==> src/sv/assert_macros.svh <==
// Assertion macros shared by the evaluator RTL.
// No dependencies; the macros expand to nothing when SYNTHESIS is defined.
`ifndef ASSERT_MACROS_SVH
`define ASSERT_MACROS_SVH
`ifndef SYNTHESIS
// property must hold at every clock edge outside reset
`define RSE_ASSERT(lbl, clk, rstn, prop, msg) \
  lbl: assert property (@(posedge clk) disable iff (!rstn) (prop)) else $error(msg);
// condition must never be seen at a clock edge outside reset
`define RSE_NEVER(lbl, clk, rstn, cond, msg) \
  lbl: assert property (@(posedge clk) disable iff (!rstn) !(cond)) else $error(msg);
`else
`define RSE_ASSERT(lbl, clk, rstn, prop, msg)
`define RSE_NEVER(lbl, clk, rstn, cond, msg)
`endif
`endif

==> src/sv/rse_pkg.sv <==
// Package of the RPN stack evaluator: field widths, opcodes, status codes,
// controller states and the command/status structs. No dependencies.
`default_nettype none

package rse_pkg;

  localparam int unsigned DATA_W      = 16;
  localparam int unsigned OPC_W       = 5;
  localparam int unsigned IDX_W       = 5;
  localparam int unsigned DEPTH_OUT_W = 5;
  localparam int unsigned STAT_W      = 2;
  localparam int unsigned DIV_STEPS   = 16;
  localparam int unsigned DIV_CNT_W   = $clog2(DIV_STEPS);

  typedef enum logic [OPC_W-1:0] {
    OP_PUSH_CONST  = 5'd0,
    OP_PUSH_SAMPLE = 5'd1,
    OP_WRITE_SAMPLE = 5'd2,
    OP_LNOT        = 5'd3,
    OP_BNOT        = 5'd4,
    OP_MUL         = 5'd5,
    OP_DIV         = 5'd6,
    OP_MOD         = 5'd7,
    OP_ADD         = 5'd8,
    OP_SUB         = 5'd9,
    OP_SHL         = 5'd10,
    OP_SHR         = 5'd11,
    OP_AND         = 5'd12,
    OP_OR          = 5'd13,
    OP_XOR         = 5'd14,
    OP_GT          = 5'd15,
    OP_LT          = 5'd16,
    OP_GE          = 5'd17,
    OP_LE          = 5'd18,
    OP_EQ          = 5'd19,
    OP_NE          = 5'd20,
    OP_LAND        = 5'd21,
    OP_LOR         = 5'd22,
    OP_POP_COND    = 5'd23,
    OP_CLEAR       = 5'd24
  } op_e;

  typedef enum logic [STAT_W-1:0] {
    ST_OK      = 2'd0,
    ST_UNDER   = 2'd1,
    ST_OVER    = 2'd2,
    ST_DIVZERO = 2'd3
  } status_e;

  typedef enum logic [1:0] {
    S_IDLE,
    S_EXEC,
    S_DIVW,
    S_DONE
  } ctrl_state_e;

  // controller to datapath
  typedef struct packed {
    logic capture;    // latch input word, read stack and sample table
    logic div_start;  // launch the divider
    logic commit;     // update stack/samples, register the result
    logic out_load;   // move the result into the output register
  } cmd_t;

  // datapath to controller
  typedef struct packed {
    logic need_div;   // current word is a divide/modulo with nonzero divisor
    logic div_done;   // divider finished
  } sts_t;

endpackage

`default_nettype wire

==> src/sv/rse_in_if.sv <==
// Input channel of the evaluator: valid/ready plus one instruction word.
// Depends on rse_pkg for field widths.
`default_nettype none

interface rse_in_if import rse_pkg::*; ();
  logic                     valid;
  logic                     ready;
  logic [OPC_W-1:0]         operation;
  logic signed [DATA_W-1:0] operand;
  logic [IDX_W-1:0]         sample_index;

  modport source (output valid, output operation, output operand,
                  output sample_index, input ready);
  modport sink   (input valid, input operation, input operand,
                  input sample_index, output ready);
endinterface

`default_nettype wire

==> src/sv/rse_out_if.sv <==
// Result channel of the evaluator: valid/ready plus one result word.
// Depends on rse_pkg for field widths.
`default_nettype none

interface rse_out_if import rse_pkg::*; ();
  logic                     valid;
  logic                     ready;
  logic signed [DATA_W-1:0] top_value;
  logic [DEPTH_OUT_W-1:0]   depth;
  logic                     condition_valid;
  logic                     condition_true;
  logic [STAT_W-1:0]        status;

  modport source (output valid, output top_value, output depth,
                  output condition_valid, output condition_true,
                  output status, input ready);
  modport sink   (input valid, input top_value, input depth,
                  input condition_valid, input condition_true,
                  input status, output ready);
endinterface

`default_nettype wire

==> src/sv/rse_div.sv <==
// Unsigned restoring divider, one quotient bit per cycle.
// Depends on rse_pkg for DATA_W and DIV_STEPS.
`default_nettype none

module rse_div import rse_pkg::*; (
  input  wire logic              clk_i,
  input  wire logic              rst_ni,
  input  wire logic              start_i,
  input  wire logic [DATA_W-1:0] dividend_i,
  input  wire logic [DATA_W-1:0] divisor_i,
  output logic [DATA_W-1:0]      quotient_o,
  output logic [DATA_W-1:0]      remainder_o,
  output logic                   done_o
);

  logic [DATA_W-1:0]    rem_q, rem_d;
  logic [DATA_W-1:0]    quo_q, quo_d;
  logic [DATA_W-1:0]    dvs_q;
  logic [DIV_CNT_W-1:0] cnt_q, cnt_d;
  logic                 busy_q, busy_d;
  logic                 done_q, done_d;

  logic [DATA_W:0] trial;
  logic [DATA_W:0] diff;

  // one shift-subtract step
  assign trial = {rem_q, quo_q[DATA_W-1]};
  assign diff  = trial - {1'b0, dvs_q};

  always_comb begin
    rem_d  = rem_q;
    quo_d  = quo_q;
    cnt_d  = cnt_q;
    busy_d = busy_q;
    done_d = 1'b0;
    if (start_i) begin
      rem_d  = '0;
      quo_d  = dividend_i;
      cnt_d  = '0;
      busy_d = 1'b1;
    end else if (busy_q) begin
      if (!diff[DATA_W]) begin
        rem_d = diff[DATA_W-1:0];
        quo_d = {quo_q[DATA_W-2:0], 1'b1};
      end else begin
        rem_d = trial[DATA_W-1:0];
        quo_d = {quo_q[DATA_W-2:0], 1'b0};
      end
      cnt_d = cnt_q + DIV_CNT_W'(1);
      if (cnt_q == DIV_CNT_W'(DIV_STEPS - 1)) begin
        busy_d = 1'b0;
        done_d = 1'b1;
      end
    end
  end

  // control state
  always_ff @(posedge clk_i or negedge rst_ni) begin
    if (!rst_ni) begin
      busy_q <= 1'b0;
      done_q <= 1'b0;
      cnt_q  <= '0;
    end else begin
      busy_q <= busy_d;
      done_q <= done_d;
      cnt_q  <= cnt_d;
    end
  end

  // working registers
  always_ff @(posedge clk_i) begin
    rem_q <= rem_d;
    quo_q <= quo_d;
    if (start_i) begin
      dvs_q <= divisor_i;
    end
  end

  assign quotient_o  = quo_q;
  assign remainder_o = rem_q;
  assign done_o      = done_q;

endmodule

`default_nettype wire

==> src/sv/rse_datapath.sv <==
// Datapath of the evaluator: value stack and sample table memories, ALU,
// divider, depth counter and the result/output registers.
// Depends on rse_pkg and rse_div.
`default_nettype none

module rse_datapath import rse_pkg::*; #(
  parameter int unsigned STACK_DEPTH  = 16,
  parameter int unsigned SAMPLE_COUNT = 32
) (
  input  wire logic                     clk_i,
  input  wire logic                     rst_ni,
  input  wire logic [OPC_W-1:0]         operation_i,
  input  wire logic signed [DATA_W-1:0] operand_i,
  input  wire logic [IDX_W-1:0]         sample_index_i,
  input  wire cmd_t                     cmd_i,
  output sts_t                          sts_o,
  output logic signed [DATA_W-1:0]      top_value_o,
  output logic [DEPTH_OUT_W-1:0]        depth_o,
  output logic                          condition_valid_o,
  output logic                          condition_true_o,
  output logic [STAT_W-1:0]             status_o
);

  localparam int unsigned DW  = $clog2(STACK_DEPTH + 1);
  localparam int unsigned AW  = $clog2(STACK_DEPTH);
  localparam int unsigned SIW = (SAMPLE_COUNT > 1) ? $clog2(SAMPLE_COUNT) : 1;
  localparam int unsigned IXW = ((SIW > IDX_W) ? SIW : IDX_W) + 1;
  localparam int unsigned OXW = (DW > DEPTH_OUT_W) ? DW : DEPTH_OUT_W;

  // memories
  logic signed [DATA_W-1:0] stack_mem [STACK_DEPTH];
  logic signed [DATA_W-1:0] smp_mem   [SAMPLE_COUNT];
  logic [SAMPLE_COUNT-1:0]  smp_vld_q;

  // captured word and read data
  op_e                      op_q;
  logic signed [DATA_W-1:0] operand_q;
  logic [SIW-1:0]           saddr_q;
  logic                     in_range_q;
  logic signed [DATA_W-1:0] top_rd_q, next_rd_q, smp_rd_q;
  logic                     smp_ok_q;

  logic [DW-1:0] depth_q, depth_d, depth_nxt;
  logic [DW-1:0] dm1, dm2;

  // result and output registers
  logic signed [DATA_W-1:0] res_top_q, out_top_q;
  logic [DW-1:0]            res_depth_q, out_depth_q;
  logic                     res_cv_q, res_ct_q, out_cv_q, out_ct_q;
  status_e                  res_st_q, out_st_q;

  // sample index decode on the incoming word
  logic [IXW-1:0] idx_ext;
  logic [SIW-1:0] saddr_in;
  logic           in_range_in;

  assign idx_ext     = IXW'(sample_index_i);
  assign saddr_in    = idx_ext[SIW-1:0];
  assign in_range_in = idx_ext < IXW'(SAMPLE_COUNT);

  assign dm1 = depth_q - DW'(1);
  assign dm2 = depth_q - DW'(2);

  // capture the word and read top, next-to-top and the sample
  always_ff @(posedge clk_i) begin
    if (cmd_i.capture) begin
      op_q       <= op_e'(operation_i);
      operand_q  <= operand_i;
      saddr_q    <= saddr_in;
      in_range_q <= in_range_in;
      top_rd_q   <= stack_mem[dm1[AW-1:0]];
      next_rd_q  <= stack_mem[dm2[AW-1:0]];
      smp_rd_q   <= smp_mem[saddr_in];
      smp_ok_q   <= in_range_in && smp_vld_q[saddr_in];
    end
  end

  // operand view
  logic signed [DATA_W-1:0]   a, b, smp_val;
  logic                       has1, has2, full, b_zero;
  logic signed [2*DATA_W-1:0] prod;
  logic [DATA_W-1:0]          a_abs, b_abs, quo, rem;
  logic signed [DATA_W-1:0]   div_res, bin_res;
  logic                       big_shift;
  logic [3:0]                 sh;
  logic                       need_div, div_done;

  assign a       = next_rd_q;
  assign b       = top_rd_q;
  assign smp_val = smp_ok_q ? smp_rd_q : '0;
  assign has1    = depth_q != '0;
  assign has2    = depth_q >= DW'(2);
  assign full    = depth_q == DW'(STACK_DEPTH);
  assign b_zero  = b == '0;
  assign prod    = a * b;
  assign sh        = b[3:0];
  assign big_shift = |b[DATA_W-1:4];

  // divider on magnitudes, signs fixed up afterwards
  assign a_abs = a[DATA_W-1] ? DATA_W'(-a) : a;
  assign b_abs = b[DATA_W-1] ? DATA_W'(-b) : b;

  rse_div u_div (
    .clk_i       (clk_i),
    .rst_ni      (rst_ni),
    .start_i     (cmd_i.div_start),
    .dividend_i  (a_abs),
    .divisor_i   (b_abs),
    .quotient_o  (quo),
    .remainder_o (rem),
    .done_o      (div_done)
  );

  always_comb begin
    if (op_q == OP_DIV) begin
      div_res = (a[DATA_W-1] ^ b[DATA_W-1]) ? DATA_W'(-quo) : quo;
    end else begin
      div_res = a[DATA_W-1] ? DATA_W'(-rem) : rem;
    end
  end

  assign need_div = ((op_q == OP_DIV) || (op_q == OP_MOD)) && has2 && !b_zero;
  assign sts_o    = '{need_div: need_div, div_done: div_done};

  // binary operator result
  always_comb begin
    case (op_q)
      OP_MUL:  bin_res = prod[DATA_W-1:0];
      OP_DIV,
      OP_MOD:  bin_res = b_zero ? '0 : div_res;
      OP_ADD:  bin_res = a + b;
      OP_SUB:  bin_res = a - b;
      OP_SHL:  bin_res = big_shift ? '0 : a << sh;
      // both arms signed so the shift keeps the sign
      OP_SHR:  bin_res = big_shift ? $signed({DATA_W{a[DATA_W-1]}}) : a >>> sh;
      OP_AND:  bin_res = a & b;
      OP_OR:   bin_res = a | b;
      OP_XOR:  bin_res = a ^ b;
      OP_GT:   bin_res = DATA_W'(a > b);
      OP_LT:   bin_res = DATA_W'(a < b);
      OP_GE:   bin_res = DATA_W'(a >= b);
      OP_LE:   bin_res = DATA_W'(a <= b);
      OP_EQ:   bin_res = DATA_W'(a == b);
      OP_NE:   bin_res = DATA_W'(a != b);
      OP_LAND: bin_res = DATA_W'((a != '0) && (b != '0));
      OP_LOR:  bin_res = DATA_W'((a != '0) || (b != '0));
      default: bin_res = '0;
    endcase
  end

  // effect of the word on stack, samples and the result
  logic                     stk_we, smp_we;
  logic [AW-1:0]            stk_addr;
  logic signed [DATA_W-1:0] stk_wdata, new_top, push_val;
  logic                     cv, ct;
  status_e                  st;

  assign push_val = (op_q == OP_PUSH_SAMPLE) ? smp_val : operand_q;

  always_comb begin
    stk_we    = 1'b0;
    smp_we    = 1'b0;
    stk_addr  = dm1[AW-1:0];
    stk_wdata = bin_res;
    depth_nxt = depth_q;
    new_top   = has1 ? b : '0;
    cv        = 1'b0;
    ct        = 1'b0;
    st        = ST_OK;
    case (op_q)
      OP_PUSH_CONST, OP_PUSH_SAMPLE: begin
        if (full) begin
          st = ST_OVER;
        end else begin
          stk_we    = 1'b1;
          stk_addr  = depth_q[AW-1:0];
          stk_wdata = push_val;
          depth_nxt = depth_q + DW'(1);
          new_top   = push_val;
        end
      end
      OP_WRITE_SAMPLE: begin
        smp_we = in_range_q;
      end
      OP_LNOT, OP_BNOT: begin
        if (!has1) begin
          st = ST_UNDER;
        end else begin
          stk_we    = 1'b1;
          stk_wdata = (op_q == OP_LNOT) ? DATA_W'(b_zero) : ~b;
          new_top   = stk_wdata;
        end
      end
      OP_MUL, OP_DIV, OP_MOD, OP_ADD, OP_SUB, OP_SHL, OP_SHR, OP_AND,
      OP_OR, OP_XOR, OP_GT, OP_LT, OP_GE, OP_LE, OP_EQ, OP_NE,
      OP_LAND, OP_LOR: begin
        if (!has2) begin
          st = ST_UNDER;
        end else begin
          stk_we    = 1'b1;
          stk_addr  = dm2[AW-1:0];
          stk_wdata = bin_res;
          depth_nxt = dm1;
          new_top   = bin_res;
          if (((op_q == OP_DIV) || (op_q == OP_MOD)) && b_zero) begin
            st = ST_DIVZERO;
          end
        end
      end
      OP_POP_COND: begin
        if (!has1) begin
          st = ST_UNDER;
        end else begin
          depth_nxt = dm1;
          cv        = 1'b1;
          ct        = !b_zero;
          new_top   = has2 ? a : '0;
        end
      end
      OP_CLEAR: begin
        depth_nxt = '0;
        new_top   = '0;
      end
      default: begin
      end
    endcase
  end

  assign depth_d = cmd_i.commit ? depth_nxt : depth_q;

  always_ff @(posedge clk_i or negedge rst_ni) begin
    if (!rst_ni) begin
      depth_q <= '0;
    end else begin
      depth_q <= depth_d;
    end
  end

  // stack write
  always_ff @(posedge clk_i) begin
    if (cmd_i.commit && stk_we) begin
      stack_mem[stk_addr] <= stk_wdata;
    end
  end

  // sample table write; valid bits make unwritten entries read as zero
  always_ff @(posedge clk_i) begin
    if (cmd_i.commit && smp_we) begin
      smp_mem[saddr_q] <= operand_q;
    end
  end

  always_ff @(posedge clk_i or negedge rst_ni) begin
    if (!rst_ni) begin
      smp_vld_q <= '0;
    end else if (cmd_i.commit && smp_we) begin
      smp_vld_q[saddr_q] <= 1'b1;
    end
  end

  // result register, then output register
  always_ff @(posedge clk_i) begin
    if (cmd_i.commit) begin
      res_top_q   <= new_top;
      res_depth_q <= depth_nxt;
      res_cv_q    <= cv;
      res_ct_q    <= ct;
      res_st_q    <= st;
    end
    if (cmd_i.out_load) begin
      out_top_q   <= res_top_q;
      out_depth_q <= res_depth_q;
      out_cv_q    <= res_cv_q;
      out_ct_q    <= res_ct_q;
      out_st_q    <= res_st_q;
    end
  end

  logic [OXW-1:0] depth_ext;

  assign depth_ext         = OXW'(out_depth_q);
  assign top_value_o       = out_top_q;
  assign depth_o           = depth_ext[DEPTH_OUT_W-1:0];
  assign condition_valid_o = out_cv_q;
  assign condition_true_o  = out_ct_q;
  assign status_o          = out_st_q;

endmodule

`default_nettype wire

==> src/sv/rse_ctrl.sv <==
// Controller of the evaluator: sequences capture, execute, divide wait and
// result hand-off. Depends on rse_pkg.
`default_nettype none

module rse_ctrl import rse_pkg::*; (
  input  wire logic clk_i,
  input  wire logic rst_ni,
  input  wire logic in_valid_i,
  output logic      in_ready_o,
  output logic      out_valid_o,
  input  wire logic out_ready_i,
  input  wire sts_t sts_i,
  output cmd_t      cmd_o
);

  ctrl_state_e state_q, state_d;
  logic        out_valid_q, out_valid_d;

  always_ff @(posedge clk_i or negedge rst_ni) begin
    if (!rst_ni) begin
      state_q     <= S_IDLE;
      out_valid_q <= 1'b0;
    end else begin
      state_q     <= state_d;
      out_valid_q <= out_valid_d;
    end
  end

  // next state and commands
  always_comb begin
    state_d = state_q;
    cmd_o   = '0;
    case (state_q)
      S_IDLE: begin
        if (in_valid_i) begin
          cmd_o.capture = 1'b1;
          state_d       = S_EXEC;
        end
      end
      S_EXEC: begin
        if (sts_i.need_div) begin
          cmd_o.div_start = 1'b1;
          state_d         = S_DIVW;
        end else begin
          cmd_o.commit = 1'b1;
          state_d      = S_DONE;
        end
      end
      S_DIVW: begin
        if (sts_i.div_done) begin
          cmd_o.commit = 1'b1;
          state_d      = S_DONE;
        end
      end
      S_DONE: begin
        // wait for the output register to free up
        if (!out_valid_q || out_ready_i) begin
          cmd_o.out_load = 1'b1;
          state_d        = S_IDLE;
        end
      end
      default: begin
        state_d = S_IDLE;
      end
    endcase
  end

  // output word valid flag
  always_comb begin
    if (cmd_o.out_load) begin
      out_valid_d = 1'b1;
    end else if (out_ready_i) begin
      out_valid_d = 1'b0;
    end else begin
      out_valid_d = out_valid_q;
    end
  end

  assign in_ready_o  = state_q == S_IDLE;
  assign out_valid_o = out_valid_q;

endmodule

`default_nettype wire

==> src/sv/rpn_stack_evaluator_top.sv <==
// Top level of the RPN stack evaluator: controller plus datapath.
// Depends on rse_pkg, rse_in_if, rse_out_if, rse_ctrl, rse_datapath and
// assert_macros.svh.
//
// Usage: each word on in_i is one postfix instruction (operation, operand,
// sample_index); each accepted word yields exactly one word on out_o with
// the top of stack, the depth, the popped condition and a status code.
// Sequence: a word is taken in the idle state, executed in the next cycle and
// loaded into the output register from S_DONE, after which out_o.valid rises;
// the next word is taken only once the controller is back in S_IDLE.
// Divide and modulo with two operands and a nonzero divisor run the shared
// radix-2 divider for its 16 steps before the result is committed.
// The output register decouples the sides: a new word is accepted while a
// finished result waits; if the receiver keeps out_o.ready low, the next
// result stays in the datapath and the block stops accepting until the
// output register is taken.
// Reset clears the stack depth, the sample table valid bits (all samples
// read as zero) and the handshake state; no clearing pass is needed.
`default_nettype none
`include "assert_macros.svh"

module rpn_stack_evaluator_top import rse_pkg::*; #(
  parameter int unsigned STACK_DEPTH  = 16,
  parameter int unsigned SAMPLE_COUNT = 32
) (
  input  wire logic clk_i,
  input  wire logic rst_ni,
  rse_in_if.sink    in_i,
  rse_out_if.source out_o
);

  cmd_t cmd;
  sts_t sts;

  rse_ctrl u_ctrl (
    .clk_i       (clk_i),
    .rst_ni      (rst_ni),
    .in_valid_i  (in_i.valid),
    .in_ready_o  (in_i.ready),
    .out_valid_o (out_o.valid),
    .out_ready_i (out_o.ready),
    .sts_i       (sts),
    .cmd_o       (cmd)
  );

  rse_datapath #(
    .STACK_DEPTH  (STACK_DEPTH),
    .SAMPLE_COUNT (SAMPLE_COUNT)
  ) u_dp (
    .clk_i             (clk_i),
    .rst_ni            (rst_ni),
    .operation_i       (in_i.operation),
    .operand_i         (in_i.operand),
    .sample_index_i    (in_i.sample_index),
    .cmd_i             (cmd),
    .sts_o             (sts),
    .top_value_o       (out_o.top_value),
    .depth_o           (out_o.depth),
    .condition_valid_o (out_o.condition_valid),
    .condition_true_o  (out_o.condition_true),
    .status_o          (out_o.status)
  );

  // checks
  `RSE_NEVER(a_cap_commit, clk_i, rst_ni, cmd.capture && cmd.commit, "capture during commit")
  `RSE_ASSERT(a_one_word, clk_i, rst_ni, (in_i.valid && in_i.ready) |=> !in_i.ready, "second word taken while busy")
  `RSE_ASSERT(a_div_lat, clk_i, rst_ni, cmd.div_start |=> !sts.div_done, "divider done too early")
  `RSE_ASSERT(a_divz_top, clk_i, rst_ni, (out_o.valid && (out_o.status == ST_DIVZERO)) |-> (out_o.top_value == '0), "divide by zero top not zero")

endmodule

`default_nettype wire
==> src/flat_wrapper.sv <==
// flat-port wrapper written by rule: the top's interface ports become plain ports
module rpn_stack_evaluator_top_flat import rse_pkg::*;
#(
  parameter int unsigned STACK_DEPTH  = 16,
  parameter int unsigned SAMPLE_COUNT = 32
)
  (clk_i, rst_ni, in_i_valid, in_i_operation, in_i_operand, in_i_sample_index, in_i_ready, out_o_valid, out_o_top_value, out_o_depth, out_o_condition_valid, out_o_condition_true, out_o_status, out_o_ready);
  rse_in_if in_i_i ();
  rse_out_if out_o_i ();
  input  wire logic clk_i;
  input  wire logic rst_ni;
  input wire logic [$bits(in_i_i.valid)-1:0] in_i_valid;
  input wire logic [$bits(in_i_i.operation)-1:0] in_i_operation;
  input wire logic [$bits(in_i_i.operand)-1:0] in_i_operand;
  input wire logic [$bits(in_i_i.sample_index)-1:0] in_i_sample_index;
  output wire logic [$bits(in_i_i.ready)-1:0] in_i_ready;
  output wire logic [$bits(out_o_i.valid)-1:0] out_o_valid;
  output wire logic [$bits(out_o_i.top_value)-1:0] out_o_top_value;
  output wire logic [$bits(out_o_i.depth)-1:0] out_o_depth;
  output wire logic [$bits(out_o_i.condition_valid)-1:0] out_o_condition_valid;
  output wire logic [$bits(out_o_i.condition_true)-1:0] out_o_condition_true;
  output wire logic [$bits(out_o_i.status)-1:0] out_o_status;
  input wire logic [$bits(out_o_i.ready)-1:0] out_o_ready;
  assign in_i_i.valid = in_i_valid;
  assign in_i_i.operation = in_i_operation;
  assign in_i_i.operand = in_i_operand;
  assign in_i_i.sample_index = in_i_sample_index;
  assign in_i_ready = in_i_i.ready;
  assign out_o_valid = out_o_i.valid;
  assign out_o_top_value = out_o_i.top_value;
  assign out_o_depth = out_o_i.depth;
  assign out_o_condition_valid = out_o_i.condition_valid;
  assign out_o_condition_true = out_o_i.condition_true;
  assign out_o_status = out_o_i.status;
  assign out_o_i.ready = out_o_ready;
  rpn_stack_evaluator_top #(.STACK_DEPTH(STACK_DEPTH), .SAMPLE_COUNT(SAMPLE_COUNT)) u_core (.clk_i(clk_i), .rst_ni(rst_ni), .in_i(in_i_i), .out_o(out_o_i));
endmodule
==> config.mk <==
export PLATFORM = sky130hd
export DESIGN_NAME = rpn_stack_evaluator_top_flat
export DESIGN_NICKNAME = d
export VERILOG_FILES = /design/src/sv/rse_pkg.sv /design/src/sv/rse_in_if.sv /design/src/sv/rse_out_if.sv /design/src/sv/rse_div.sv /design/src/sv/rse_datapath.sv /design/src/sv/rse_ctrl.sv /design/src/sv/rpn_stack_evaluator_top.sv /design/src/flat_wrapper.sv
export VERILOG_INCLUDE_DIRS = /design/src /design/src/sv
export SDC_FILE = /design/constraint.sdc
export NUM_CORES = 2
export LEC_CHECK = 0
export BUFFER_PORTS_ARGS = -buffer_cell sky130_fd_sc_hd__buf_2
export CAP_MARGIN = 30
export CORE_MARGIN = 10
export CORE_UTILIZATION = 25
export CTS_CLUSTER_SIZE = 40
export DETAILED_ROUTE_END_ITERATION = 6
export PLACE_DENSITY = 0.39
export SYNTH_ARGS = -nofsm -noshare
export SYNTH_HDL_FRONTEND = slang
export SYNTH_SLANG_ARGS = --single-unit
==> constraint.sdc <==
create_clock -name clk_i -period 17.2 [get_ports clk_i]
set_clock_uncertainty 0.15 [all_clocks]
set_input_delay 1.72 -clock clk_i [delete_from_list [all_inputs] [get_ports clk_i]]
set_output_delay 1.72 -clock clk_i [all_outputs]
set_load 0.03 [all_outputs]
==> results by group <==
Run status
  – Result of the run: complete, no violations

Run
  – Max-cap violations: 0

STA
  – Unrepaired setup endpoints after global routing: false
  – Period Utilization, post-route: between 40% and 50%
  – Max-slew violation total from the final report: 0
  – Number of hold violations in the final report: 0
  – Maximum clock rate: between 100 and 150 MHz
  – Worst-margin pin slew: 1030 ps
  – Final setup violation count: 0
  – Worst slew slack as a fraction of its limit: 31.2%
  – Summed negative setup slack over all endpoints: 0 ps
  – Period minus WS final: around 7700 ps

Critical path
  – CP endpoint kind: flip-flop
  – Ordered cell list for the critical path: buf_4 > inv_1 > nor2_1 > fa_1 > inv_1 > fa_1 > inv_1 > fa_1 > fa_1 > inv_1 > fa_1 > fa_1 > xor2_1 > xnor2_1 > xnor2_1 > xnor2_1 > xnor3_1 > a21oi_1 > nor3b_1 > nor4_1 > o221ai_1 > buf_4
  – CP bufs+invs: 6
  – Worst path slowest cell: sky130_fd_sc_hd__fa_1
  – Category of the most critical setup path: reg -> reg
  – Top delay family on crit path: adder cells
  – Slowest stage delay, CP: 610 ps
  – Critical path data arrival time: about 8000 ps
  – Most frequent cell on the critical path: sky130_fd_sc_hd__fa_1
  – CP Data Required Time: 17,550 ps
  – Worst-path maximum fanout: 33
  – Nature of the critical path startpoint: flip-flop

Final layout
  – Area growth syn-to-layout: 15.6%
  – Registers with the highest flip-flop counts: u_core.u_dp.smp_mem x512, u_core.u_dp.stack_mem x256, u_core.u_dp.smp_vld_q x32
  – Commonest cells after routing, fill and taps aside: sky130_fd_sc_hd__edfxtp_1 (925), sky130_fd_sc_hd__mux4_2 (353), sky130_fd_sc_hd__inv_1 (204)
  – Fillers: approximately 20k
  – Final core area utilization: a little under 30%
  – Max reg flops: around 500
  – Commonest non-fill, non-tap cell in the layout: sky130_fd_sc_hd__edfxtp_1
  – NumNets Final: around 3.7k
  – Layout Cell Area excl Fill: 0.0580 mm2
  – Most flop-heavy register: u_core.u_dp.smp_mem
  – Final Non-Filler Cells: between 6k and 7k
  – Layout cells sized above 1: 23.5%

Route
  – Wirelength per Cell: between 20 and 30 um
  – Total length of routed met2 wires: just over 80,000 um
  – Final ANT Viol Nets: 0
  – Total length of routed wires: roughly 170,000 um
  – M1 WL: 72,500 um
  – First drt pass iteration count: 6
  – Iteration-0 DRC count of the detailed router: 2,810
  – Vias after detailed routing: approximately 30k
  – Uppermost metal layer occupied by signal nets: met5
  – DR vias/cell: between 4 and 5
  – Routed wire length on met3: between 8000 and 9000 um
  – Post-detailed-route DRC marker count: 0

Place
  – Number of cells in the design after placement: around 6.0k
  – Post-DP Area: roughly 0.054 mm2
  – Weighted congestion at the end of routability-driven global placement: 0.902
  – Final HPWL DP: between 100,000 and 150,000 um
  – Count of port buffers added during placement: 56

Yosys
  – Flip-flop cell with the highest count after synthesis: sky130_fd_sc_hd__edfxtp_1
  – Cells after synthesis: between 3k and 4k
  – EDFF count, synth: between 900 and 1k
  – Part of the Yosys area used for sequential elements: 58.3%
  – Avg Cell Area, Syn: 15.1 um2
  – Register bit count reported by yosys: 987
  – Synthesized netlist net count: 3,581
  – Total standard cell area after synthesis: 0.0502 mm2
  – Count of yosys warnings during synthesis: 0
  – Number of distinct library cells after synthesis: between 80 and 90
  – Share of synthesized registers carrying an async set or reset: approximately 4.7%

Global route
  – Global-route wire length before repair: between 200,000 and 250,000 um
  – Initial antenna violation count: 5
  – Largest net degree at the start of global routing: between 60 and 70
  – Congestion Overflow GR: 0
  – Total routing usage reported by global routing: between 10% and 20%
  – Vias in the first global route: around 31k

Worst hold path
  – Type of the most critical hold path: reg -> reg

Die
  – Number of top-level pins: 57
  – Core footprint: 0.200 mm2
  – Horiz. Die Dim: ~470 um
  – Starting utilization of the core area: 25.1%
  – Die Y: 468 um
  – Die footprint: 0.219 mm2
  – Placement row count: 164

Clocking
  – Quantity of hold-fixing buffers added after cts: 0
  – Number of buffers on the longest clock path: 3
  – Clock buffers created by TritonCTS: between 100 and 150
  – Clock Tree Root: sky130_fd_sc_hd__clkbuf_16
  – Clock latency on the worst-skew pair: between 700 and 800 ps
  – Post CTS Setup Buffer Count: 0
  – CTS clk-pin slew, worst paths: approximately 60 ps
  – CTS tree: done
  – Resize count post-CTS: 0
  – CTS sink cnt: approximately 990
  – H-tree depth reported by CTS: 3
==> layout make-up <==
cell class | count | area [um2] | share of cell area [%]
clock buffers | 151 | 3060 | 5.28
diodes | 1 | 2.50 | 0.00432
clock inverters | 57 | 581 | 1.00
flip-flops and latches | 987 | 29300 | 50.5
repair buffers | 192 | 1420 | 2.44
well taps | 2656 | 3320 | 5.73
inverters | 214 | 803 | 1.39
multi-input cells | 1925 | 19500 | 33.7
==> cells in the mapped netlist, types with 23 or more instances <==
cell type                  number  share of area, %
sky130_fd_sc_hd__nand3_1       53              0.53
sky130_fd_sc_hd__clkbuf_1     150               1.1
sky130_fd_sc_hd__o21ai_0      128               1.3
sky130_fd_sc_hd__o31ai_1       23              0.34
sky130_fd_sc_hd__mux2_2        25              0.56
sky130_fd_sc_hd__nor3_1        32              0.32
sky130_fd_sc_hd__ha_1         141               3.5
sky130_fd_sc_hd__edfxtp_1     925                55
sky130_fd_sc_hd__nand2b_1      39              0.49
sky130_fd_sc_hd__nor2_1       222               1.7
sky130_fd_sc_hd__dfrtp_1       46               2.3
sky130_fd_sc_hd__fa_1          82               3.3
sky130_fd_sc_hd__xnor2_1       82               1.4
sky130_fd_sc_hd__inv_1        204               1.5
sky130_fd_sc_hd__buf_1         35              0.26
sky130_fd_sc_hd__a221oi_1      26              0.45
sky130_fd_sc_hd__o22ai_1       30              0.37
sky130_fd_sc_hd__nand2_1      199               1.5
sky130_fd_sc_hd__xor2_1        34              0.59
sky130_fd_sc_hd__or2_2         27              0.34
sky130_fd_sc_hd__mux4_2       353                16
sky130_fd_sc_hd__a21oi_1      113               1.1
==> layer usage <==
| layer | GRT usage [%] | vias to the layer above |
|---|---|---|
| met2 | 24.9 | 860 |
| met5 | 0 | - |
| li1 | - | 13123 |
| met4 | 4.85 | 2 |
| met3 | 2.51 | 222 |
| met1 | 19.9 | 16003 |
==> metrics by stage <==
step                      worst slack, ps  hold WS, ps
after floorplan                     10080          250
after global placement               9410          257
after detailed placement             9530          255
after CTS                            9460          258
after global routing                 9070          268
final                                9530          261
==> logic make-up after synthesis <==
group,share of synthesized area (%)
AOI/OAI and AO/OA,6.44
muxes,16.7
buffers and inverters,3.19
xor gates and xnor gates,2.07
adders and majority gates,6.79
DFF,58.3
and+or+nand+nor,6.50
==> path summary, 6_finish.rpt <==
kind                                                     from                                 endpoint  slack, ps  cells past startpoint
hold reg to reg            u_core.u_dp.res_top_q[6]$_DFFE_PP_     u_core.u_dp.top_value_o[6]$_DFFE_PP_        260                      0
setup reg to reg                   u_core.u_dp.b[1]$_DFFE_PP_  u_core.u_dp.stack_mem[11][15]$_DFFE_PP_       9530                     22
min in group asynchronous                              rst_ni       u_core.u_dp.depth_q[0]$_DFFE_PN0P_        900                      2
setup / recovery                   u_core.u_dp.b[1]$_DFFE_PP_  u_core.u_dp.stack_mem[11][15]$_DFFE_PP_       9530                     22
hold / removal             u_core.u_dp.res_top_q[6]$_DFFE_PP_     u_core.u_dp.top_value_o[6]$_DFFE_PP_        260                      0
max in group asynchronous                              rst_ni    u_core.u_dp.smp_vld_q[20]$_DFFE_PN0P_      15270                      2
==> worst register-to-register path, stage by stage (launching register included) <==
cell	delay, ps
sky130_fd_sc_hd__edfxtp_1	360
sky130_fd_sc_hd__buf_4	290
sky130_fd_sc_hd__inv_1	400
sky130_fd_sc_hd__nor2_1	140
sky130_fd_sc_hd__fa_1	610
sky130_fd_sc_hd__inv_1	80
sky130_fd_sc_hd__fa_1	550
sky130_fd_sc_hd__inv_1	70
sky130_fd_sc_hd__fa_1	490
sky130_fd_sc_hd__fa_1	550
sky130_fd_sc_hd__inv_1	50
sky130_fd_sc_hd__fa_1	460
sky130_fd_sc_hd__fa_1	400
sky130_fd_sc_hd__xor2_1	160
sky130_fd_sc_hd__xnor2_1	190
sky130_fd_sc_hd__xnor2_1	150
sky130_fd_sc_hd__xnor2_1	140
sky130_fd_sc_hd__xnor3_1	490
sky130_fd_sc_hd__a21oi_1	150
sky130_fd_sc_hd__nor3b_1	130
sky130_fd_sc_hd__nor4_1	580
sky130_fd_sc_hd__o221ai_1	510
sky130_fd_sc_hd__buf_4	330
Power is not shown: default switching activity piles up to over one toggle a cycle in this logic, so the estimate is an artifact.
